### src/design/rlh_pkg.sv
`default_nettype none
package rlh_pkg;

   localparam int BIN_COUNT          = 256;
   localparam int BIN_BITS           = 8;
   localparam int CHAN_COUNT         = 4;
   localparam int COUNT_BITS_DEFAULT = 32;
   localparam int REPORT_BITS        = 32;
   localparam int WIDE_BITS          = 64;
   localparam int QUEUE_DEPTH        = 4;
   localparam int CMD_BITS           = 2;
   localparam int PIX_BITS           = 8;

   localparam logic [CMD_BITS-1:0] CMD_ADD   = 2'd0;
   localparam logic [CMD_BITS-1:0] CMD_READ  = 2'd1;
   localparam logic [CMD_BITS-1:0] CMD_CLEAR = 2'd2;

   // channel order in the bin banks and in the result word
   localparam int CH_RED   = 0;
   localparam int CH_GREEN = 1;
   localparam int CH_BLUE  = 2;
   localparam int CH_LUMA  = 3;

   // luma = (299r + 587g + 114b) / 1000; the sum stays below 2^18 and the
   // reciprocal 2^28/1000 rounded up is exact for every sum below 493447
   localparam int LUMA_SUM_BITS   = 18;
   localparam int LUMA_RECIP_BITS = 19;
   localparam int LUMA_SHIFT      = 28;
   localparam int LUMA_PROD_BITS  = LUMA_SUM_BITS + LUMA_RECIP_BITS;
   localparam logic [LUMA_SUM_BITS-1:0]   LUMA_WR    = 18'd299;
   localparam logic [LUMA_SUM_BITS-1:0]   LUMA_WG    = 18'd587;
   localparam logic [LUMA_SUM_BITS-1:0]   LUMA_WB    = 18'd114;
   localparam logic [LUMA_RECIP_BITS-1:0] LUMA_RECIP = 19'd268436;

   typedef struct packed {
      logic [CMD_BITS-1:0] cmd;
      logic [PIX_BITS-1:0] red;
      logic [PIX_BITS-1:0] green;
      logic [PIX_BITS-1:0] blue;
      logic [PIX_BITS-1:0] luma;
      logic [BIN_BITS-1:0] bin_index;
   } rlh_item_type;

   // clamp a count to the 32-bit result field
   function automatic logic [REPORT_BITS-1:0] rlh_report(input logic [WIDE_BITS-1:0] c);
      logic [REPORT_BITS-1:0] r;
      r = (|c[WIDE_BITS-1:REPORT_BITS]) ? '1 : c[REPORT_BITS-1:0];
      return r;
   endfunction

endpackage
`default_nettype wire

### src/design/rlh_queue.sv
`default_nettype none
module rlh_queue
   import rlh_pkg::*;
(
   input  wire logic   clock,
   input  wire logic   reset,
   input  wire logic   push,
   input  wire rlh_item_type push_item,
   output logic        full,
   input  wire logic   pop,
   output rlh_item_type head_item,
   output logic        empty
);

   localparam int PTR_BITS = $clog2(QUEUE_DEPTH);
   localparam int CNT_BITS = $clog2(QUEUE_DEPTH + 1);

   rlh_item_type        entries [QUEUE_DEPTH];
   logic [PTR_BITS-1:0] wr_ptr_ff, wr_ptr_in;
   logic [PTR_BITS-1:0] rd_ptr_ff, rd_ptr_in;
   logic [CNT_BITS-1:0] fill_ff, fill_in;
   logic                do_push, do_pop;

   assign full      = (fill_ff == CNT_BITS'(QUEUE_DEPTH));
   assign empty     = (fill_ff == '0);
   assign do_push   = push && !full;
   assign do_pop    = pop && !empty;
   assign head_item = entries[rd_ptr_ff];

   always_comb begin
      wr_ptr_in = wr_ptr_ff;
      rd_ptr_in = rd_ptr_ff;
      fill_in   = fill_ff;
      if (do_push) begin
         wr_ptr_in = (wr_ptr_ff == PTR_BITS'(QUEUE_DEPTH - 1)) ? '0 : wr_ptr_ff + 1'b1;
      end
      if (do_pop) begin
         rd_ptr_in = (rd_ptr_ff == PTR_BITS'(QUEUE_DEPTH - 1)) ? '0 : rd_ptr_ff + 1'b1;
      end
      if (do_push && !do_pop) begin
         fill_in = fill_ff + 1'b1;
      end else if (do_pop && !do_push) begin
         fill_in = fill_ff - 1'b1;
      end
   end

   always_ff @(posedge clock) begin
      if (reset) begin
         wr_ptr_ff <= '0;
         rd_ptr_ff <= '0;
         fill_ff   <= '0;
      end else begin
         wr_ptr_ff <= wr_ptr_in;
         rd_ptr_ff <= rd_ptr_in;
         fill_ff   <= fill_in;
      end
      if (do_push) begin
         entries[wr_ptr_ff] <= push_item;
      end
   end

endmodule
`default_nettype wire

### config.mk
export PLATFORM = sky130hd
export DESIGN_NAME = rlh_queue
export DESIGN_NICKNAME = d
export VERILOG_FILES = /design/src/design/rlh_pkg.sv /design/src/design/rlh_queue.sv
export SDC_FILE = /design/constraint.sdc
export NUM_CORES = 1
export LEC_CHECK = 0
export BUFFER_PORTS_ARGS = -buffer_cell sky130_fd_sc_hd__buf_2
export CAP_MARGIN = 20
export CORE_UTILIZATION = 35
export CTS_CLUSTER_SIZE = 8
export DETAILED_ROUTE_END_ITERATION = 12
export SKIP_LAST_GASP = 1
export SYNTH_ARGS = -nofsm -noshare
export SYNTH_HDL_FRONTEND = slang
export SYNTH_SLANG_ARGS = --single-unit
### constraint.sdc
create_clock -name clock -period 2.35 [get_ports clock]
set_input_delay 0.3525 -clock clock [delete_from_list [all_inputs] [get_ports clock]]
set_output_delay 0.3525 -clock clock [all_outputs]
set_load 0.03 [all_outputs]
## Yosys cells after proc, flatten, opt, wreduce, memory -nomap -nowiden

Memories as Yosys holds them, arrays and structs flattened. A register that Yosys moved wholly into a read port is not among the register bits.
Cells that the tools add are included.

- Output and inout bits: 44
- RAM bits: 168
- Memories kept: 1
- Bits in registers: 7
- Word-level logic and storage cells: 29

- Add/sub/neg operators: 4
- Multiplexer cells: 8
- Eq/ne operators: 3
- Reductions and logical operators: 10

Memories:

| name | words | bits a word | read ports | clocked after memory_dff | write ports | RTL line | source |
|---|---|---|---|---|---|---|---|
| entries | 4 | 42 | 1 | 1 | 1 | rlh_queue.sv:18 | `rlh_item_type entries [QUEUE_DEPTH];` |

Operators by type and width:

| operator | count |
|---|---|
| $mux W2 | 4 |
| $mux W3 | 2 |
| $add A2 B1 Y2 const B | 2 |
| $eq A2 B2 Y1 const B | 2 |
| $logic_and A1 B1 Y1 | 4 |
| $logic_not A1 Y1 | 4 |
| $add A3 B1 Y3 const B | 1 |
| $eq A3 B3 Y1 const B | 1 |
| $logic_not A3 Y1 | 1 |
| $sub A3 B1 Y3 const B | 1 |
| $mux W1 | 2 |
| $reduce_bool A2 Y1 | 1 |

## Logic depth before layout (Yosys ltp)

Gate-level depths: netlist of the first run.

- Word-level depth: 7
- Depth in mapped cells: 10

## Least setup slack after synthesis of the first run

No wires, ideal clock.

- Path kind: register -> register
- Start: register fill_ff[0]
- End: register fill_ff[2]
- Arrival: 2.164 ns
- Cell stages (with the launch flop): 11
- Setup slack: 0.116 ns
- Required time: 2.280 ns
- Setup time: 0.070 ns
- Path through: dfxtp_1 -> or3b_1 -> buf_6 -> clkinv_4 -> nor2_2 -> ha_1 -> inv_1 -> fa_1 -> xor2_1 -> or3_2 -> a21oi_1

- Longest elaborated chain between the ends: 6
- Elaborated cells between the ends (all ways): 15
- Classes of those cells: add/sub (2); eq/ne (1); mux (2); reduce/logical (10)

Ends and longest elaborated chain:

| element | RTL line | source |
|---|---|---|
| start: declaration | rlh_queue.sv:21 | `logic [CNT_BITS-1:0] fill_ff, fill_in;` |
| start signal: assignment | rlh_queue.sv:55 | `fill_ff <= fill_in;` |
| $eq A3 B3 Y1 * | rlh_queue.sv:24 | `assign full = (fill_ff == CNT_BITS'(QUEUE_DEPTH));` |
| net full | rlh_queue.sv:9 | `output logic full,` |
| $logic_not A1 Y1 * | rlh_queue.sv:26 | `assign do_push = push && !full;` |
| $logic_and A1 B1 Y1 * | rlh_queue.sv:26 |  |
| net do_push | rlh_queue.sv:22 | `logic do_push, do_pop;` |
| $logic_not A1 Y1 | rlh_queue.sv:42 | `end else if (do_pop && !do_push) begin` |
| $logic_and A1 B1 Y1 | rlh_queue.sv:42 |  |
| $reduce_bool A2 Y1 (no source line) | n/a |  |

The timed path passes the listed nets; every way through them passes the cells marked *. The select of a mux whose other input is x is not followed.
A chain may end at the register's enable or synchronous reset.

## Worst setup path after layout of the first run

- Start: register fill_ff[2]
- End: register fill_ff[2]

- Longest elaborated chain between the ends: 6
- Elaborated cells between the ends (all ways): 15
- Classes of those cells: add/sub (2); eq/ne (1); mux (2); reduce/logical (10)

Ends and longest elaborated chain:

| element | RTL line |
|---|---|
| $eq A3 B3 Y1 * | rlh_queue.sv:24 |
| $logic_not A1 Y1 * | rlh_queue.sv:26 |
| $logic_and A1 B1 Y1 * | rlh_queue.sv:26 |
| net do_push | rlh_queue.sv:22 |
| $logic_not A1 Y1 | rlh_queue.sv:42 |
| $logic_and A1 B1 Y1 | rlh_queue.sv:42 |
| $reduce_bool A2 Y1 (no source line) | n/a |

Marked as above.

==> metrics.txt, run 1 <==
worst path setup slack after routing=107 ps; Rows=49; clock tree from TritonCTS=built; clock period minus worst slack=2240 ps; deepest clock path buffer count=2; count of port buffers added during placement=89; CTS buffer count=17; number of global-route vias before repair=3289; worst reg2reg setup slack=110 ps; syn_area_per_cell=24.2 µm²; sequential share of the synthesized area=79.9%; Die Y-Extent=139 µm; result of the run=finished, violations left; Layout Nets=426; Mapped Area=6540 µm²; CP Data Required Time=2700 ps; Worst R2R Start=fill_ff[2]$_SDFFE_PP0P_; highest ir drop seen on vdd=0.479 mV; number of enable-type register cells in the synthesized netlist=168; cell leakage power=2.67 nW; layout cells sized above 1=47.4%; grt total ovfl=0; Setup violations, final=0; post-route clock period utilization=95.5%; Critical path origin=fill_ff[2]$_SDFFE_PP0P_; number of sinks handled by clock tree synthesis=177; CP peak stage delay=420 ps; power per cell area=1120 nW/µm²; leading cell type in the layout, fill and taps excluded=sky130_fd_sc_hd__edfxtp_1; initial core utilization=36.0%; Worst setup SP type=register; count of unique library cells instantiated by Yosys=26; critical register-to-register path endpoint=fill_ff[2]$_SDFFE_PP0P_; max-capacitance violation count=0; all-layer global routing usage=13.1%; remaining design rule violation count=5; number of cells on the worst reg-to-reg path=9; clock latency on the worst-skew pair=420 ps; num ports=90; cell area reported after detailed placement=7340 µm²; Max transition margin=70.7%; vias after detailed routing=2985; minimum setup slack after placement=16.5 ps; commonest register cell after synthesis=sky130_fd_sc_hd__edfxtp_1; category of the critical setup timing path=reg2reg; number of storage elements in the synthesis netlist=177; GPL Wtd Cong=0.651; Critical Path Sink=fill_ff[2]$_SDFFE_PP0P_; overall die width=139 µm; Slew @ Worst Pin=440 ps; Slowest cell on crit path=sky130_fd_sc_hd__or3_2; list of cells traversed by the critical path=or3b_4 > clkinv_4 > nor2_4 > ha_2 > inv_1 > fa_2 > xor2_1 > or3_2 > a21oi_1; die footprint=19200 µm²; aggregate routed wire length=11.6 mm; post-CTS setup buffer count=0; Syn. warnings=0; cells resized by post-CTS repair=2; Achievable Freq=446 MHz; maximum fanout encountered on the critical timing path=5; Vias/cell=4.85; hold buffer count at CTS=0; Final Max Tran Viols=0; fraction of registers with async set or reset after synthesis=0%; HPWL after detailed placement=6.73 mm; cell area after layout=7940 µm²; Hold Crit Start=push_item[11]; critical path capture point type=register; number of antenna violations at the first check in global routing=2; 1st-iter DRT viols=133; clock slew seen by the registers of the worst setup and hold paths=60 ps; final clock skew=6.98 ps; largest net degree at the start of global routing=43; power consumption=0.00892 W; first-pass GRT wire length=18.2 mm; failing checks=design-rule violations; Syn Nets=323; hold violation count in the final report=0; worst hold-check path type=in2reg; htree depth=4; clk root buf=sky130_fd_sc_hd__clkbuf_16; post-synthesis cell count=270; placeable core area=18100 µm²; First-pass DRT Iterations=9; diodes inserted=0; layout overhead on the synthesized area=21.3%; top library cells by usage in the layout, fill and taps aside=sky130_fd_sc_hd__edfxtp_1, sky130_fd_sc_hd__buf_2, sky130_fd_sc_hd__mux4_2; Final Hold Slack=144 ps; Final ANT Viol Nets=0; final routed wire length divided by cell count=18.8 µm; crit path DAT=2590 ps
[sequential cells by signal, indices dropped and copies added (netlist names), named ones only]
signal     count
entries      168
fill_ff        3
rd_ptr_ff      2
wr_ptr_ff      2
[metal layers]
layer	GRT usage (%)	vias up	wire length (µm)
met2	22.3	63	5790
li1	-	1340	-
met5	0	-	21
met3	4.11	18	697
met4	5.79	4	198
met1	15.2	1560	4890
[cells by family (layout without fill, tap and decap cells)]
group,count (synthesis),after routing,synth area share [%]
AO/OA/AOI/OAI,7,7,0.765
AND/OR/NAND/NOR,16,16,1.43
multiplexers,44,44,14.8
adder cells (fa/ha/maj),7,7,1.45
buffers and inverters,17,133,1.43
flip-flops,177,177,79.9
XOR/XNOR,2,2,0.268
[worst min-delay path by stage]
| stage | end | slack (ps) | depth (start not counted) |
|---|---|---|---|
| CTS | entries[1][11]$_DFFE_PP_ | 120 | 1 |
| floorplan | entries[0][0]$_DFFE_PP_ | 450 | 0 |
| global route | entries[3][4]$_DFFE_PP_ | 130 | 1 |
| finish | entries[1][11]$_DFFE_PP_ | 140 | 1 |
| global placement | register | 480 | 2 |
| detailed placement | register | 490 | 2 |
[report_power, final]
part,internal [W],switching (W)
Sequential,0.00382,0.000109
Clock,0.00157,0.00114
Combinational,0.000879,0.00140
Total,0.00627,0.00266
[worst max-delay path: cells and delay by family, from the launching register on]
kind,cells,cell delay [ps]
XOR/XNOR,1,190
AND/OR/NAND/NOR,3,790
buffers and inverters,2,120
flip-flops,1,360
adder cells (fa/ha/maj),2,560
AO/OA/AOI/OAI,1,150
[synth_stat cells, types with 2 or more instances]
master / count / area (µm²)
sky130_fd_sc_hd__dfxtp_1: 9 / 180
sky130_fd_sc_hd__nor2_1: 3 / 11.3
sky130_fd_sc_hd__nand3_1: 2 / 10.0
sky130_fd_sc_hd__clkbuf_1: 5 / 18.8
sky130_fd_sc_hd__mux4_2: 42 / 946
sky130_fd_sc_hd__o31ai_2: 2 / 25.0
sky130_fd_sc_hd__a21oi_1: 3 / 15.0
sky130_fd_sc_hd__mux2i_1: 2 / 20.0
sky130_fd_sc_hd__buf_4: 4 / 30.0
sky130_fd_sc_hd__ha_1: 6 / 75.1
sky130_fd_sc_hd__and3_2: 4 / 30.0
sky130_fd_sc_hd__nor3_1: 2 / 10.0
sky130_fd_sc_hd__buf_2: 2 / 10.0
sky130_fd_sc_hd__edfxtp_1: 168 / 5040
sky130_fd_sc_hd__inv_1: 4 / 15.0
sky130_fd_sc_hd__xor2_1: 2 / 17.5
[layout make-up]
type | instances | area (µm²)
clock buffer | 19 | 433
timing repair buffer | 96 | 581
tap | 229 | 287
sequential | 177 | 5230
inverter | 5 | 23.8
multi-input combinational | 76 | 1240
fill | 1562 | 10200
clock inverter | 13 | 136
[through the flow]
step	std cells	TNS (ps)	util [%]
2_1_floorplan	270	0	-
3_3_place_gp	583	0	40.4
3_5_place_dp	583	0	40.4
4_1_cts	615	0	43.6
5_1_grt	615	-11.2	43.7
6_report	615	0	43.7
(Power assumes the default switching activity.)
==> run 2: changes to the inputs <==
--- a/config.mk
+++ b/config.mk
@@ -7,9 +7,11 @@
 export LEC_CHECK = 0
 export BUFFER_PORTS_ARGS = -buffer_cell sky130_fd_sc_hd__buf_2
 export CAP_MARGIN = 20
+export CORE_MARGIN = 10
 export CORE_UTILIZATION = 35
 export CTS_CLUSTER_SIZE = 8
 export DETAILED_ROUTE_END_ITERATION = 12
+export PLACE_DENSITY_LB_ADDON = 0.25
 export SKIP_LAST_GASP = 1
 export SYNTH_ARGS = -nofsm -noshare
 export SYNTH_HDL_FRONTEND = slang
==> run 2 against run 1 <==
Compared with the run above: sequential power hardly changed; the flow now finishes without violations; total power hardly changed; clock-buffer cell count is 2 lower; global-route usage is 2.3 points lower; critical path depth stayed put; hold slack worse by 7.8 ps; core utilization is 0.16 points lower; largest cell class unchanged; via count is 1.7% higher; non-clock buffer count is 6 higher; combinational power hardly changed; critical endpoint unchanged.
==> metrics.txt, run 2 (same netlist as run 1, synthesis figures left out) <==
result of the run=finished, final reports clean; Max transition margin=69.7% (-0.96 points); Layout Nets=432 (+1.4%); first-pass GRT wire length=19.2 mm (+5.8%); top library cells by usage in the layout, fill and taps aside=sky130_fd_sc_hd__edfxtp_1, sky130_fd_sc_hd__buf_2, sky130_fd_sc_hd__mux4_2; Critical path origin=fill_ff[2]$_SDFFE_PP0P_; Final ANT Viol Nets=0 (unchanged); all-layer global routing usage=10.7% (-2.3 points); post-route clock period utilization=94.2% (-1.3 points); clk root buf=sky130_fd_sc_hd__clkbuf_16; clock tree from TritonCTS=built; GPL Wtd Cong=0.686 (+5.3%); layout cells sized above 1=48.5% (+1.1 points); maximum fanout encountered on the critical timing path=5 (unchanged); num ports=90 (unchanged); max-capacitance violation count=0 (unchanged); Final Max Tran Viols=0 (unchanged); placeable core area=18100 µm² (unchanged); power per cell area=1130 nW/µm² (+0.34%); deepest clock path buffer count=2 (unchanged); diodes inserted=0 (unchanged); registers with the most flip-flops=entries: 168 flops, fill_ff: 3 flops; setup TNS=0 ps (unchanged); aggregate routed wire length=12.5 mm (+7.7%); cell area reported after detailed placement=7320 µm² (-0.24%); Slowest cell on crit path=sky130_fd_sc_hd__or3_2; worst hold-check path type=in2reg; critical path capture point type=register; list of cells traversed by the critical path=or3b_4 > clkinv_4 > nor2_2 > ha_1 > inv_1 > fa_1 > xor2_1 > or3_2 > a21oi_1; largest register by flop count=entries; die footprint=24600 µm² (+28%); worst path setup slack after routing=137 ps (+30.6 ps); final clock skew=8.91 ps (+1.93 ps); RSZ-0062 raised after global routing=false; vias after detailed routing=3037 (+1.7%); Worst setup SP type=register; minimum setup slack after placement=12.7 ps (-3.79 ps); overall die width=157 µm (+13%); Vias/cell=4.89 (+0.76%); CP Data Required Time=2710 ps (about the same); Setup violations, final=0 (unchanged); remaining design rule violation count=0 (-5); clock period minus worst slack=2210 ps (-30.6 ps); post-CTS setup buffer count=0 (unchanged); initial core utilization=36.0% (unchanged); CP peak stage delay=420 ps (about the same); highest ir drop seen on vdd=0.507 mV (+5.9%); number of global-route vias before repair=3390 (+3.1%); grt total ovfl=0 (unchanged); number of standard cells in the layout, taps in and fillers out=621 (+0.98%); largest net degree at the start of global routing=31 (-28%); 1st-iter DRT viols=180 (+35%); Slew @ Worst Pin=454 ps (+14.5 ps); category of the critical setup timing path=reg2reg; CTS buffer count=17 (unchanged); clock latency on the worst-skew pair=420 ps (about the same); Hold Crit Start=push_item[26]; layout overhead on the synthesized area=20.9%; instance count after placement with tap cells included=589 (+1.0%); htree depth=4 (unchanged); clock slew seen by the registers of the worst setup and hold paths=70 ps (about the same); Final Hold Slack=136 ps (-7.82 ps); Achievable Freq=452 MHz (+1.4%); number of flip-flops under the largest register name=168 (unchanged); final routed wire length divided by cell count=20.1 µm (+6.6%); number of sinks handled by clock tree synthesis=177 (unchanged); cell leakage power=2.69 nW (+0.82%); number of antenna violations at the first check in global routing=2 (unchanged); Rows=49 (unchanged); combined area of the multi-input logic cells=1230 µm² (-0.80%); Worst R2R Start=fill_ff[2]$_SDFFE_PP0P_; First-pass DRT Iterations=4 (-5); crit path DAT=2570 ps (-20 ps); HPWL after detailed placement=7.86 mm (+17%); number of fillers in the final layout=1588 (+1.7%); hold violation count in the final report=0 (unchanged); leading cell type in the layout, fill and taps excluded=sky130_fd_sc_hd__edfxtp_1; Die Y-Extent=157 µm (+13%); cell area after layout=7910 µm² (-0.36%); count of port buffers added during placement=89 (unchanged); area taken by flip-flops and latches=5230 µm² (about the same)
-- run 2: cell types whose count changed in the layout (fill, tap and decap cells not counted), moves of 2 or more --
cell                       previous run  this run
sky130_fd_sc_hd__buf_12               5         1
sky130_fd_sc_hd__buf_4                1        12
sky130_fd_sc_hd__clkbuf_1             2         0
sky130_fd_sc_hd__clkinv_2             3         1
sky130_fd_sc_hd__inv_6                3         5
sky130_fd_sc_hd__inv_8                0         3
-- run 2: power by group --
group / total (W) / internal, W / switching [W]
combinational: 0.00227 / 0.000855 / 0.00142
clock: 0.00272 / 0.00149 / 0.00123
sequential: 0.00393 / 0.00382 / 0.000107
total: 0.00892 / 0.00617 / 0.00275
-- run 2: final cells by class --
class / instances / area share, %
flip-flops and latches: 177 / 66.2
multi-input cells: 76 / 15.6
repair buffers: 102 / 7.03
clock buffers: 17 / 5.38
well taps: 229 / 3.62
clock inverters: 15 / 1.88
inverters: 5 / 0.301
-- run 2: repair_timing --
item | CTS | global route
cloned | 0 | 0
setup endpoints to repair | 1 | 1
hold buffers | 0 | 0
resized for setup | 1 | 4
-- run 2: layer usage --
metal	vias up	share of wire (%)	track usage [%]	wire [µm]
met5	-	0.26	0	32
met4	4	1.6	4.85	200
met3	16	5.0	4.06	624
met2	58	51	17.4	6380
met1	1605	42	12.5	5240
li1	1354	-	-	-
-- run 2: stage by stage --
step,utilization (%),total power (W)
after floorplan,-,0.00561
after global placement,40.3,0.00627
after detailed placement,40.3,0.00632
after CTS,43.5,0.00906
after global routing,43.6,0.00936
final,43.6,0.00892
-- run 2: worst paths after layout --
path	end	slack, ps	cells after the start
hold / removal	entries[0][26]$_DFFE_PP_	140	1
setup reg to reg	fill_ff[2]$_SDFFE_PP0P_	140	9
hold reg to reg	register	510	2
setup / recovery	fill_ff[2]$_SDFFE_PP0P_	140	9
-- run 2: critical path, delay by kind of cell, from the launching register on --
kind,cells,cell delay [ps]
AOI/OAI and AO/OA,1,150
and+or+nand+nor,3,790
buffers and inverters,2,110
adders and majority gates,2,560
xor gates and xnor gates,1,180
DFF,1,350
