**src/design/rlh_pkg.sv**
```systemverilog
`default_nettype none
package rlh_pkg;

   localparam int BIN_COUNT          = 256;
   localparam int BIN_BITS           = 8;
   localparam int CHAN_COUNT         = 4;
   localparam int COUNT_BITS_DEFAULT = 32;
   localparam int REPORT_BITS        = 32;
   localparam int WIDE_BITS          = 64;
   localparam int QUEUE_DEPTH        = 4;
   localparam int CMD_BITS           = 2;
   localparam int PIX_BITS           = 8;

   localparam logic [CMD_BITS-1:0] CMD_ADD   = 2'd0;
   localparam logic [CMD_BITS-1:0] CMD_READ  = 2'd1;
   localparam logic [CMD_BITS-1:0] CMD_CLEAR = 2'd2;

   // channel order in the bin banks and in the result word
   localparam int CH_RED   = 0;
   localparam int CH_GREEN = 1;
   localparam int CH_BLUE  = 2;
   localparam int CH_LUMA  = 3;

   // luma = (299r + 587g + 114b) / 1000; the sum stays below 2^18 and the
   // reciprocal 2^28/1000 rounded up is exact for every sum below 493447
   localparam int LUMA_SUM_BITS   = 18;
   localparam int LUMA_RECIP_BITS = 19;
   localparam int LUMA_SHIFT      = 28;
   localparam int LUMA_PROD_BITS  = LUMA_SUM_BITS + LUMA_RECIP_BITS;
   localparam logic [LUMA_SUM_BITS-1:0]   LUMA_WR    = 18'd299;
   localparam logic [LUMA_SUM_BITS-1:0]   LUMA_WG    = 18'd587;
   localparam logic [LUMA_SUM_BITS-1:0]   LUMA_WB    = 18'd114;
   localparam logic [LUMA_RECIP_BITS-1:0] LUMA_RECIP = 19'd268436;

   typedef struct packed {
      logic [CMD_BITS-1:0] cmd;
      logic [PIX_BITS-1:0] red;
      logic [PIX_BITS-1:0] green;
      logic [PIX_BITS-1:0] blue;
      logic [PIX_BITS-1:0] luma;
      logic [BIN_BITS-1:0] bin_index;
   } rlh_item_type;

   // clamp a count to the 32-bit result field
   function automatic logic [REPORT_BITS-1:0] rlh_report(input logic [WIDE_BITS-1:0] c);
      logic [REPORT_BITS-1:0] r;
      r = (|c[WIDE_BITS-1:REPORT_BITS]) ? '1 : c[REPORT_BITS-1:0];
      return r;
   endfunction

endpackage
`default_nettype wire

```
**src/design/rlh_front.sv**
```systemverilog
`default_nettype none
module rlh_front
   import rlh_pkg::*;
(
   input  wire logic                clock,
   input  wire logic                reset,
   input  wire logic                req_tvalid,
   output logic                     req_tready,
   input  wire logic [CMD_BITS-1:0] req_tuser,
   input  wire logic [31:0]         req_tdata,
   input  wire logic                csr_wen,
   input  wire logic                csr_wdata,
   input  wire logic                bins_ready,
   input  wire logic                q_full,
   output logic                     q_push,
   output rlh_item_type             q_item
);

   logic                     blue_present_ff, blue_present_in;
   logic                     s1_valid_ff, s1_valid_in;
   rlh_item_type             s1_item_ff, s1_item_in;
   logic [LUMA_SUM_BITS-1:0] sum_ff, sum_in;
   logic [LUMA_PROD_BITS-1:0] prod;
   logic                     accept;
   logic [PIX_BITS-1:0]      red, green, blue;

   assign red   = req_tdata[7:0];
   assign green = req_tdata[15:8];
   assign blue  = blue_present_ff ? req_tdata[23:16] : req_tdata[15:8];

   assign req_tready = bins_ready && (!s1_valid_ff || !q_full);
   assign accept     = req_tvalid && req_tready;
   assign q_push     = s1_valid_ff && !q_full;

   always_comb begin
      blue_present_in = csr_wen ? csr_wdata : blue_present_ff;
      s1_valid_in     = accept || (s1_valid_ff && !q_push);
      s1_item_in      = s1_item_ff;
      sum_in          = sum_ff;
      if (accept) begin
         s1_item_in.cmd       = req_tuser;
         s1_item_in.red       = red;
         s1_item_in.green     = green;
         s1_item_in.blue      = blue;
         s1_item_in.luma      = '0;
         s1_item_in.bin_index = req_tdata[31:24];
         sum_in = LUMA_WR * LUMA_SUM_BITS'(red) + LUMA_WG * LUMA_SUM_BITS'(green)
                + LUMA_WB * LUMA_SUM_BITS'(blue);
      end
   end

   // divide by 1000 through the reciprocal
   assign prod = LUMA_PROD_BITS'(sum_ff) * LUMA_PROD_BITS'(LUMA_RECIP);

   always_comb begin
      q_item      = s1_item_ff;
      q_item.luma = prod[LUMA_SHIFT +: PIX_BITS];
   end

   always_ff @(posedge clock) begin
      if (reset) begin
         blue_present_ff <= 1'b1;
         s1_valid_ff     <= 1'b0;
      end else begin
         blue_present_ff <= blue_present_in;
         s1_valid_ff     <= s1_valid_in;
      end
      s1_item_ff <= s1_item_in;
      sum_ff     <= sum_in;
   end

endmodule
`default_nettype wire

```
**config.mk**
```make
export PLATFORM = sky130hd
export DESIGN_NAME = rlh_front
export DESIGN_NICKNAME = d
export VERILOG_FILES = /design/src/design/rlh_pkg.sv /design/src/design/rlh_front.sv
export SDC_FILE = /design/constraint.sdc
export NUM_CORES = 1
export LEC_CHECK = 0
export BUFFER_PORTS_ARGS = -buffer_cell sky130_fd_sc_hd__buf_2
export CAP_MARGIN = 10
export CORE_UTILIZATION = 40
export CTS_CLUSTER_SIZE = 16
export DETAILED_ROUTE_END_ITERATION = 8
export PLACE_DENSITY = 0.58
export RECOVER_POWER = 100
export SYNTH_ARGS = -nofsm -noshare
export SYNTH_HDL_FRONTEND = slang
export SYNTH_SLANG_ARGS = --single-unit
```
**constraint.sdc**
```tcl
create_clock -name clock -period 8.1 [get_ports clock]
set_input_delay 2.43 -clock clock [delete_from_list [all_inputs] [get_ports clock]]
set_output_delay 2.43 -clock clock [all_outputs]
set_load 0.01 [all_outputs]
```
Word-level counts from Yosys, hierarchy flattened
Index checks and enable logic that the tools add are counted.
{ "word_totals": {"register_bits": 54, "latch_bits": 0, "ram_bits": 0, "romBits": 0, "inputBits": 41, "out_inout_bits": 44, "word_cells": 24, "n_memories": 0} }
{ "op_classes": {"n_addsub": 2, "n_mul": 4, "n_div": 0, "n_lt_le_gt_ge": 0, "n_eq_ne": 0, "shifts": 0, "n_mux": 1, "n_bitwise": 0, "reduce_logical": 9} }
{ "op_table": {"columns": ["cell", "n"], "rows": [
  ["18-bit by 17-bit multiplier with 34-bit output (second input constant)", 1],
  ["17-bit by 18-bit adder with 18-bit output", 1],
  ["18-bit by 15-bit adder with 18-bit output", 1],
  ["10-bit by 8-bit multiplier with 18-bit output (first input constant)", 1],
  ["9-bit by 8-bit multiplier with 17-bit output (first input constant)", 1],
  ["6-bit by 8-bit multiplier with 14-bit output (first input constant)", 1],
  ["8-bit two-way mux", 1],
  ["1-bit logical AND", 4],
  ["1-bit logical NOT", 3],
  ["1-bit logical OR", 2]
]} }

Longest topological paths before layout
Gate-level depths: netlist of run 1.
{ "depth": {"word_depth": 5, "depth_mapped": 30, "ltp_nobuf": 29} }

Worst setup path before layout of run 1
OpenSTA, ideal clock, no wires.
{ "synth_timing": {"path_type": "input to register", "from": "in req_tdata[10]", "to": "reg sum_ff[16] (data pin)", "setup_time_ns": 0.263, "t_arrival_ns": 7.820, "t_required_ns": 7.837, "slack_ns": 0.017, "path_stages": 25, "path_cell_list": "inv_1 -> o21a_1 -> inv_1 -> fa_1 -> inv_1 -> fa_1 -> inv_1 -> ha_1 -> ha_1 -> inv_1 -> fa_1 -> xnor2_1 -> ha_1 -> fa_1 -> inv_1 -> fa_1 -> fa_1 -> inv_1 -> ha_1 -> nor3_1 -> o21ai_1 -> a31oi_1 -> nand2b_1 -> a311oi_1 -> xnor2_1"} }
{ "synth_via": {"elab_chain_len": 3, "elab_cells_between_ends": 5, "cone_classes": "2 x add/sub; 2 x mul; 1 x mux"} }
{ "synth_lines": {"columns": ["item", "line_no", "text"], "rows": [
  ["start: declaration", "rlh_front.sv:10", "input wire logic [31:0] req_tdata,"],
  ["8-bit two-way mux", "rlh_front.sv:29", "assign blue = blue_present_ff ? req_tdata[23:16] : req_tdata[15:8];"],
  ["named net blue[2]", "rlh_front.sv:25", "logic [PIX_BITS-1:0] red, green, blue;"],
  ["6-bit by 8-bit multiplier with 14-bit output", "rlh_front.sv:48", "+ LUMA_WB * LUMA_SUM_BITS'(blue);"],
  ["18-bit by 15-bit adder with 18-bit output", "rlh_front.sv:48", null],
  ["end signal: assignment", "rlh_front.sv:69", "sum_ff <= sum_in;"],
  ["end: declaration", "rlh_front.sv:22", "logic [LUMA_SUM_BITS-1:0] sum_ff, sum_in;"]
]} }
The timed path passes the listed nets, and every way through them passes these cells.
A chain may end at the register's enable or synchronous reset.

==> results of run 1 <==
## per-stage QoR
stage	setup TNS (ps)	setup WS (ps)	util	cell area, sq um
CTS	0	10.11	0.4595	10750
detailed placement	-1597	-405.6	0.4522	10580
finish	0	223.8	0.4623	10820
floorplan	0	17.17	-	9542
global placement	-1002	-247.7	0.4522	10580
global route	-39.88	-37.25	0.4623	10820
## cells in the mapped netlist (4+ instances only)
| cell | number |
|---|---|
| sky130_fd_sc_hd__nor2_1 | 11 |
| sky130_fd_sc_hd__inv_1 | 265 |
| sky130_fd_sc_hd__edfxtp_1 | 52 |
| sky130_fd_sc_hd__ha_1 | 247 |
| sky130_fd_sc_hd__xnor2_1 | 18 |
| sky130_fd_sc_hd__fa_1 | 118 |
| sky130_fd_sc_hd__buf_4 | 8 |
| sky130_fd_sc_hd__mux2i_1 | 4 |
| sky130_fd_sc_hd__nor3_1 | 4 |
| sky130_fd_sc_hd__nand2b_1 | 6 |
| sky130_fd_sc_hd__nand2_1 | 29 |
| sky130_fd_sc_hd__and3_1 | 5 |
| sky130_fd_sc_hd__nand3_1 | 8 |
| sky130_fd_sc_hd__a31oi_1 | 4 |
| sky130_fd_sc_hd__xor2_1 | 10 |
| sky130_fd_sc_hd__o21bai_1 | 5 |
| sky130_fd_sc_hd__nor2b_1 | 6 |
| sky130_fd_sc_hd__and2_1 | 4 |
| sky130_fd_sc_hd__o21a_1 | 7 |
| sky130_fd_sc_hd__o21ai_0 | 22 |
| sky130_fd_sc_hd__a21o_1 | 11 |
| sky130_fd_sc_hd__a21oi_1 | 40 |
| sky130_fd_sc_hd__a211oi_1 | 4 |
## critical path: stages, from the launching register on
cell and delay, ps:
sky130_fd_sc_hd__edfxtp_1 560, sky130_fd_sc_hd__ha_1 360, sky130_fd_sc_hd__ha_1 140, sky130_fd_sc_hd__inv_1 50, sky130_fd_sc_hd__fa_1 520, sky130_fd_sc_hd__inv_1 50
sky130_fd_sc_hd__fa_1 460, sky130_fd_sc_hd__fa_1 530, sky130_fd_sc_hd__fa_1 490, sky130_fd_sc_hd__ha_1 330, sky130_fd_sc_hd__nand3_1 200, sky130_fd_sc_hd__nor4_4 350
sky130_fd_sc_hd__nand2_1 110, sky130_fd_sc_hd__a211o_1 290, sky130_fd_sc_hd__and3_4 190, sky130_fd_sc_hd__o31ai_4 190, sky130_fd_sc_hd__xor2_1 160, sky130_fd_sc_hd__clkbuf_2 150
## routing by layer
| layer | wire length [um] | up-vias |
|---|---|---|
| met2 | 9103 | 50 |
| met3 | 314 | 14 |
| met5 | 0 | - |
| met4 | 204 | 0 |
| met1 | 9533 | 3127 |
| li1 | - | 3214 |
## cell type report
type | count | area [sq um] | share of cell area
Tap cell | 319 | 399.1 | 0.03689
Sequential cell | 54 | 1602 | 0.1480
Multi-Input combinational cell | 590 | 7003 | 0.6473
Inverter | 265 | 994.7 | 0.09194
Clock buffer | 5 | 125.1 | 0.01156
Clock inverter | 3 | 28.78 | 0.002660
Timing Repair Buffer | 131 | 666.9 | 0.06164
## worst paths after layout
path / start / endpoint / slack, ps / cells after the start
hold reg to reg: s1_valid_ff / s1_valid_ff / 470 / 2
setup reg to reg: blue_present_ff / sum_ff[16] / 1750 / 24
hold / removal: s1_valid_ff / s1_valid_ff / 470 / 2
setup / recovery: sum_ff[8] / q_item[15] / 220 / 17
## cell families (layout without fill, tap and decap cells)
family | Yosys count | after routing | synth area share
xor+xnor | 28 | 28 | 0.02570
fa+ha+maj | 365 | 365 | 0.5715
simple gates | 85 | 85 | 0.04800
buf+inv | 274 | 404 | 0.1109
compound gates | 108 | 108 | 0.07186
flops | 54 | 54 | 0.1678
mux | 4 | 4 | 0.004196
## sequential cells by signal, summed over array words and instances (netlist names)
name	flops
q_item	34
s1_valid_ff	1
blue_present_ff	1
sum_ff	18
## repair_timing
action | CTS | global route
setup buffers | 0 | 9
pin swaps | 2 | 23
gates resized for setup | 3 | 27
hold buffers | 0 | 0
setup endpoints to repair | 2 | 9
==> flow_summary.rst, run 1 <==
.. list-table::
   :header-rows: 1

   * - Metric
     - Value
   * - Crit path capture type
     - primary output
   * - Maximum count of clock buffers along a single path
     - 2
   * - Required @ worst endpoint
     - 5670 ps
   * - Highest-utilization routing layer at the global route stage
     - met2
   * - Num Clock Sinks
     - 54
   * - Post-CTS clock slew at the launch and capture registers of the worst setup and hold paths
     - 80 ps
   * - Hold Path Class
     - reg -> reg
   * - Count of cell types in the netlist
     - 46
   * - Clk_lat worst skew
     - 310 ps
   * - Root Buffer Master
     - sky130_fd_sc_hd__clkbuf_16
   * - GR Util All Layers
     - 0.1634
   * - Mapped Avg Cell Area
     - 10.39 sq um
   * - Worst hold margin
     - roughly 470 ps
   * - Wire length of the first global-routing pass
     - 31000 um
   * - Post-Synthesis Cells
     - between 900 and 1000
   * - Actual transition at the worst max-transition pin
     - 2102 ps
   * - Ratio of routed vias to standard cells
     - 4.685
   * - Via count of the first global-routing pass
     - 6387
   * - Number of nets in the layout
     - about 1500
   * - Fill cell instance count of the final layout
     - roughly 2300
   * - Most used cells in the layout excluding fill and tap cells
     - sky130_fd_sc_hd__inv_1, sky130_fd_sc_hd__ha_1, sky130_fd_sc_hd__fa_1
   * - Diode count
     - 0
   * - Syn-to-layout area delta
     - 13.39%
   * - Number of failing hold endpoints at the final stage
     - 0
   * - Commonest non-fill, non-tap cell in the layout
     - sky130_fd_sc_hd__inv_1
   * - Congestion Overflow GR
     - 0
   * - Residual antenna-violating net count after detailed routing
     - 0
   * - Final clock period utilization by the worst path
     - 0.9724
   * - Type of the worst setup path
     - reg -> out
   * - Met3 demand-to-capacity share in global routing
     - 0.01440
   * - Wire length reported by the detailed router
     - 19160 um
   * - Max-slew violation total from the final report
     - 53
   * - Endpoint arrival time on the critical path
     - 5450 ps
   * - Mapped Nets
     - around 1300
   * - Initial core utilization
     - 0.4077
   * - I/O Pins
     - 85
   * - CTS tree
     - built
   * - Number of cell rows
     - 56
   * - Die footprint
     - 24480 sq um
   * - Min Clock Period, post-route
     - 7876 ps
   * - RePlAce Congestion
     - 0.8149
   * - Total placed cells including tap cells
     - 1350
   * - Yosys top cell by area
     - sky130_fd_sc_hd__ha_1
   * - Violated checks
     - capacitance limit, slew limit
   * - Async SR Flop Fraction
     - 0
   * - HPWL after detailed placement
     - ~17000 um
   * - Rel. slew slack
     - -0.4027
   * - Maximum level of the CTS H-tree
     - 2
   * - Kind of launch point of the worst setup path
     - flop
   * - Unrepaired setup endpoints after global routing
     - true
   * - Fraction of the yosys area taken by sequential cells
     - 0.1678
   * - Yosys warning total
     - 0
   * - Max cap viols
     - 1
   * - Combined area of all synthesized cells
     - 9542 sq um
   * - Avg WL per Cell
     - 14.01 um
   * - Dominant cells by area after synthesis
     - sky130_fd_sc_hd__ha_1, sky130_fd_sc_hd__fa_1, sky130_fd_sc_hd__edfxtp_1
   * - Yosys reg bits
     - 54
   * - Achievable Freq
     - 0.1270 GHz
   * - Number of enable-type register cells in the synthesized netlist
     - 52
   * - Die Span Y
     - 156.4 um
   * - Largest clock skew in the final design
     - 7.019 ps
   * - Fraction of final layout cells with drive strength greater than 1
     - 0.1059
   * - Prevailing post-synth register cell
     - sky130_fd_sc_hd__edfxtp_1
   * - Global routing usage on met2
     - 0.2749
   * - Die Span X
     - 156.4 um
   * - Largest net degree at the start of global routing
     - 53
   * - Via count
     - 6405
   * - Final std cells w/o fill
     - roughly 1400
   * - Critical path peak fanout
     - 6
   * - Outcome
     - finished with violations
   * - TritonCTS Buffers
     - 5
   * - DRC violation total after the first TritonRoute iteration
     - ~240
   * - First-pass detailed-route iteration total
     - 4
   * - Final-report setup violation count
     - 0
   * - Core region area
     - 23400 sq um
   * - Area share of the leading cell type in the synthesized netlist
     - 0.3239
   * - Antenna violations before repair
     - 0
   * - Count of input and output buffers
     - between 80 and 90
   * - Final routed DRC violation total
     - 0
   * - Met1 demand-to-capacity share in global routing
     - 0.2298
Power of run 1 is left out: the tool's default activity adds up to more than one toggle a clock period on the data nets, which glitch-free logic cannot reach.
==> inputs of run 2 (changes only) <==
==> constraint.sdc (replaced) <==
create_clock -name clock -period 8.1 [get_ports clock]
set_input_delay 0.405 -clock clock [delete_from_list [all_inputs] [get_ports clock]]
set_output_delay 0.405 -clock clock [all_outputs]
set_load 0.01 [all_outputs]
==> flow_summary.rst, run 2 (synthesis gave the netlist of run 1 again) <==
.. list-table::
   :header-rows: 1

   * - Metric
     - Value
   * - Uppermost routed layer
     - met4
   * - Die Span X
     - 156.4 um
   * - Reg-to-reg setup timing slack
     - 1160 ps
   * - GR Util All Layers
     - 0.1575
   * - Hold-fix buffer count after cts
     - 0
   * - Worst hold margin
     - ~260 ps
   * - Setup fix buffers added after clock tree synthesis
     - 0
   * - Residual antenna-violating net count after detailed routing
     - 0
   * - Resized Gates After CTS
     - 0
   * - Post-CTS clock slew at the launch and capture registers of the worst setup and hold paths
     - 80 ps
   * - Number of failing hold endpoints at the final stage
     - 0
   * - Post-Route M1 WL
     - 9340 um
   * - Final clock period utilization by the worst path
     - 0.8571
   * - Hold Path Class
     - in -> reg
   * - Commonest non-fill, non-tap cell in the layout
     - sky130_fd_sc_hd__inv_1
   * - Root Buffer Master
     - sky130_fd_sc_hd__clkbuf_16
   * - Wire length reported by the detailed router
     - 18560 um
   * - Largest clock skew in the final design
     - a little under 7 ps
   * - FF/Latch Area
     - about 1600 sq um
   * - Actual transition at the worst max-transition pin
     - between 2000 and 2500 ps
   * - Fraction of final layout cells with drive strength greater than 1
     - 0.04296
   * - Number of nets in the layout
     - roughly 1400
   * - Congestion Overflow GR
     - 0
   * - Maximum level of the CTS H-tree
     - 2
   * - Die footprint
     - 24480 sq um
   * - Wire length of the first global-routing pass
     - 29810 um
   * - I/O Pins
     - 85
   * - Die Span Y
     - 156.4 um
   * - Kind of launch point of the worst setup path
     - flop
   * - Achievable Freq
     - 0.1440 GHz
   * - Most used cells in the layout excluding fill and tap cells
     - sky130_fd_sc_hd__inv_1, sky130_fd_sc_hd__ha_1, sky130_fd_sc_hd__fa_1
   * - Core region area
     - around 23000 sq um
   * - Initial core utilization
     - 0.4077
   * - Maximum count of clock buffers along a single path
     - 2
   * - Clk_lat worst skew
     - roughly 310 ps
   * - Aggregate negative setup slack
     - 0 ps
   * - Largest net degree at the start of global routing
     - 53
   * - HPWL after detailed placement
     - 16180 um
   * - Max cap viols
     - 1
   * - Avg WL per Cell
     - 14.06 um
   * - Unrepaired setup endpoints after global routing
     - false
   * - Ratio of routed vias to standard cells
     - 4.702
   * - CTS tree
     - built
   * - Required @ worst endpoint
     - 8160 ps
   * - Count of input and output buffers
     - 84
   * - Critical path peak fanout
     - 13
   * - RePlAce Congestion
     - 0.8183
   * - Via count
     - 6206
   * - Outcome
     - finished with violations
   * - Flip-flop count of the largest register, all copies and words added
     - 34
   * - Diode count
     - 0
   * - Met3 wire length
     - 386 um
   * - Antenna violations before repair
     - 0
   * - Final routed DRC violation total
     - 0
   * - Num Clock Sinks
     - between 50 and 60
   * - Multi-input logic area
     - 6848 sq um
   * - Met2 WL
     - a little under 9000 um
   * - TritonCTS Buffers
     - 5
   * - First-pass detailed-route iteration total
     - 4
   * - Violated checks
     - capacitance limit, slew limit
   * - Endpoint arrival time on the critical path
     - 7000 ps
   * - Type of the worst setup path
     - reg -> reg
   * - Final-report setup violation count
     - 0
   * - Fill cell instance count of the final layout
     - 2299
   * - Crit path capture type
     - flop
   * - Syn-to-layout area delta
     - 8.406%
   * - Max-slew violation total from the final report
     - 53
   * - Min Clock Period, post-route
     - approximately 7000 ps
   * - DRC violation total after the first TritonRoute iteration
     - around 200
   * - Number of cell rows
     - 56
   * - Via count of the first global-routing pass
     - between 6000 and 7000
   * - Rel. slew slack
     - -0.3742
## run 2: cell types whose count changed in the layout (fill, tap and decap cells not counted), moves of 3 or more
| cell | change |
|---|---|
| sky130_fd_sc_hd__a21oi_1 | +5 |
| sky130_fd_sc_hd__a21oi_2 | -5 |
| sky130_fd_sc_hd__buf_2 | -4 |
| sky130_fd_sc_hd__buf_4 | -36 |
| sky130_fd_sc_hd__clkbuf_1 | -6 |
| sky130_fd_sc_hd__ha_1 | +4 |
| sky130_fd_sc_hd__ha_4 | -4 |
| sky130_fd_sc_hd__inv_1 | +4 |
| sky130_fd_sc_hd__inv_2 | -4 |
| sky130_fd_sc_hd__o21ai_0 | +4 |
| sky130_fd_sc_hd__o21ai_2 | -3 |
## run 2: stage by stage
step / utilization / setup slack [ps] / instances / cell area, sq um
3_5_place_dp: 0.4400 / 1255 / 1312 / 10300
3_3_place_gp: 0.4400 / 1470 / 1312 / 10300
6_report: 0.4420 / 1158 / 1320 / 10340
2_1_floorplan: - / 1748 / 918 / 9542
4_1_cts: 0.4465 / 1203 / 1320 / 10450
5_1_grt: 0.4420 / 770.3 / 1320 / 10340
## run 2: metal layers
layer,global-route usage,vias to the layer above
li1,-,3127
met1,0.2264,3008
met2,0.2638,61
met3,0.01191,10
met4,0.02241,0
met5,0,-
## run 2: cell type report
cell class              instances  area share
flip-flops and latches         54      0.1548
inverters                     265     0.09617
clock buffers                   5     0.01210
repair buffers                 84     0.03375
clock inverters                 3    0.002540
well taps                     319     0.03859
multi-input cells             590      0.6620
## run 2: critical path, cell delays in order (launching register included)
cell,delay [ps]
sky130_fd_sc_hd__dfxtp_1,640
sky130_fd_sc_hd__o21ai_0,410
sky130_fd_sc_hd__fa_1,630
sky130_fd_sc_hd__inv_1,50
sky130_fd_sc_hd__fa_1,480
sky130_fd_sc_hd__inv_1,40
sky130_fd_sc_hd__ha_1,280
sky130_fd_sc_hd__ha_1,170
sky130_fd_sc_hd__inv_1,60
sky130_fd_sc_hd__fa_1,410
sky130_fd_sc_hd__inv_1,70
sky130_fd_sc_hd__a21oi_1,60
sky130_fd_sc_hd__o21bai_1,220
sky130_fd_sc_hd__xor2_1,240
sky130_fd_sc_hd__ha_1,270
sky130_fd_sc_hd__inv_1,70
sky130_fd_sc_hd__fa_1,430
sky130_fd_sc_hd__fa_1,540
sky130_fd_sc_hd__inv_1,40
sky130_fd_sc_hd__ha_1,340
sky130_fd_sc_hd__and2_0,180
sky130_fd_sc_hd__a311oi_1,350
sky130_fd_sc_hd__nand2_1,90
sky130_fd_sc_hd__a21oi_1,230
sky130_fd_sc_hd__o21ai_0,130
sky130_fd_sc_hd__a21oi_1,180
sky130_fd_sc_hd__xnor2_1,80
## run 2: worst paths after layout
path	start	end	cells past startpoint
worst max-delay path	blue_present_ff	sum_ff[17]	26
worst min-delay path	reset	s1_valid_ff	2
worst min register to register	s1_valid_ff	s1_valid_ff	2
worst max register to register	blue_present_ff	sum_ff[17]	26
Power of run 2 is left out for the same reason.
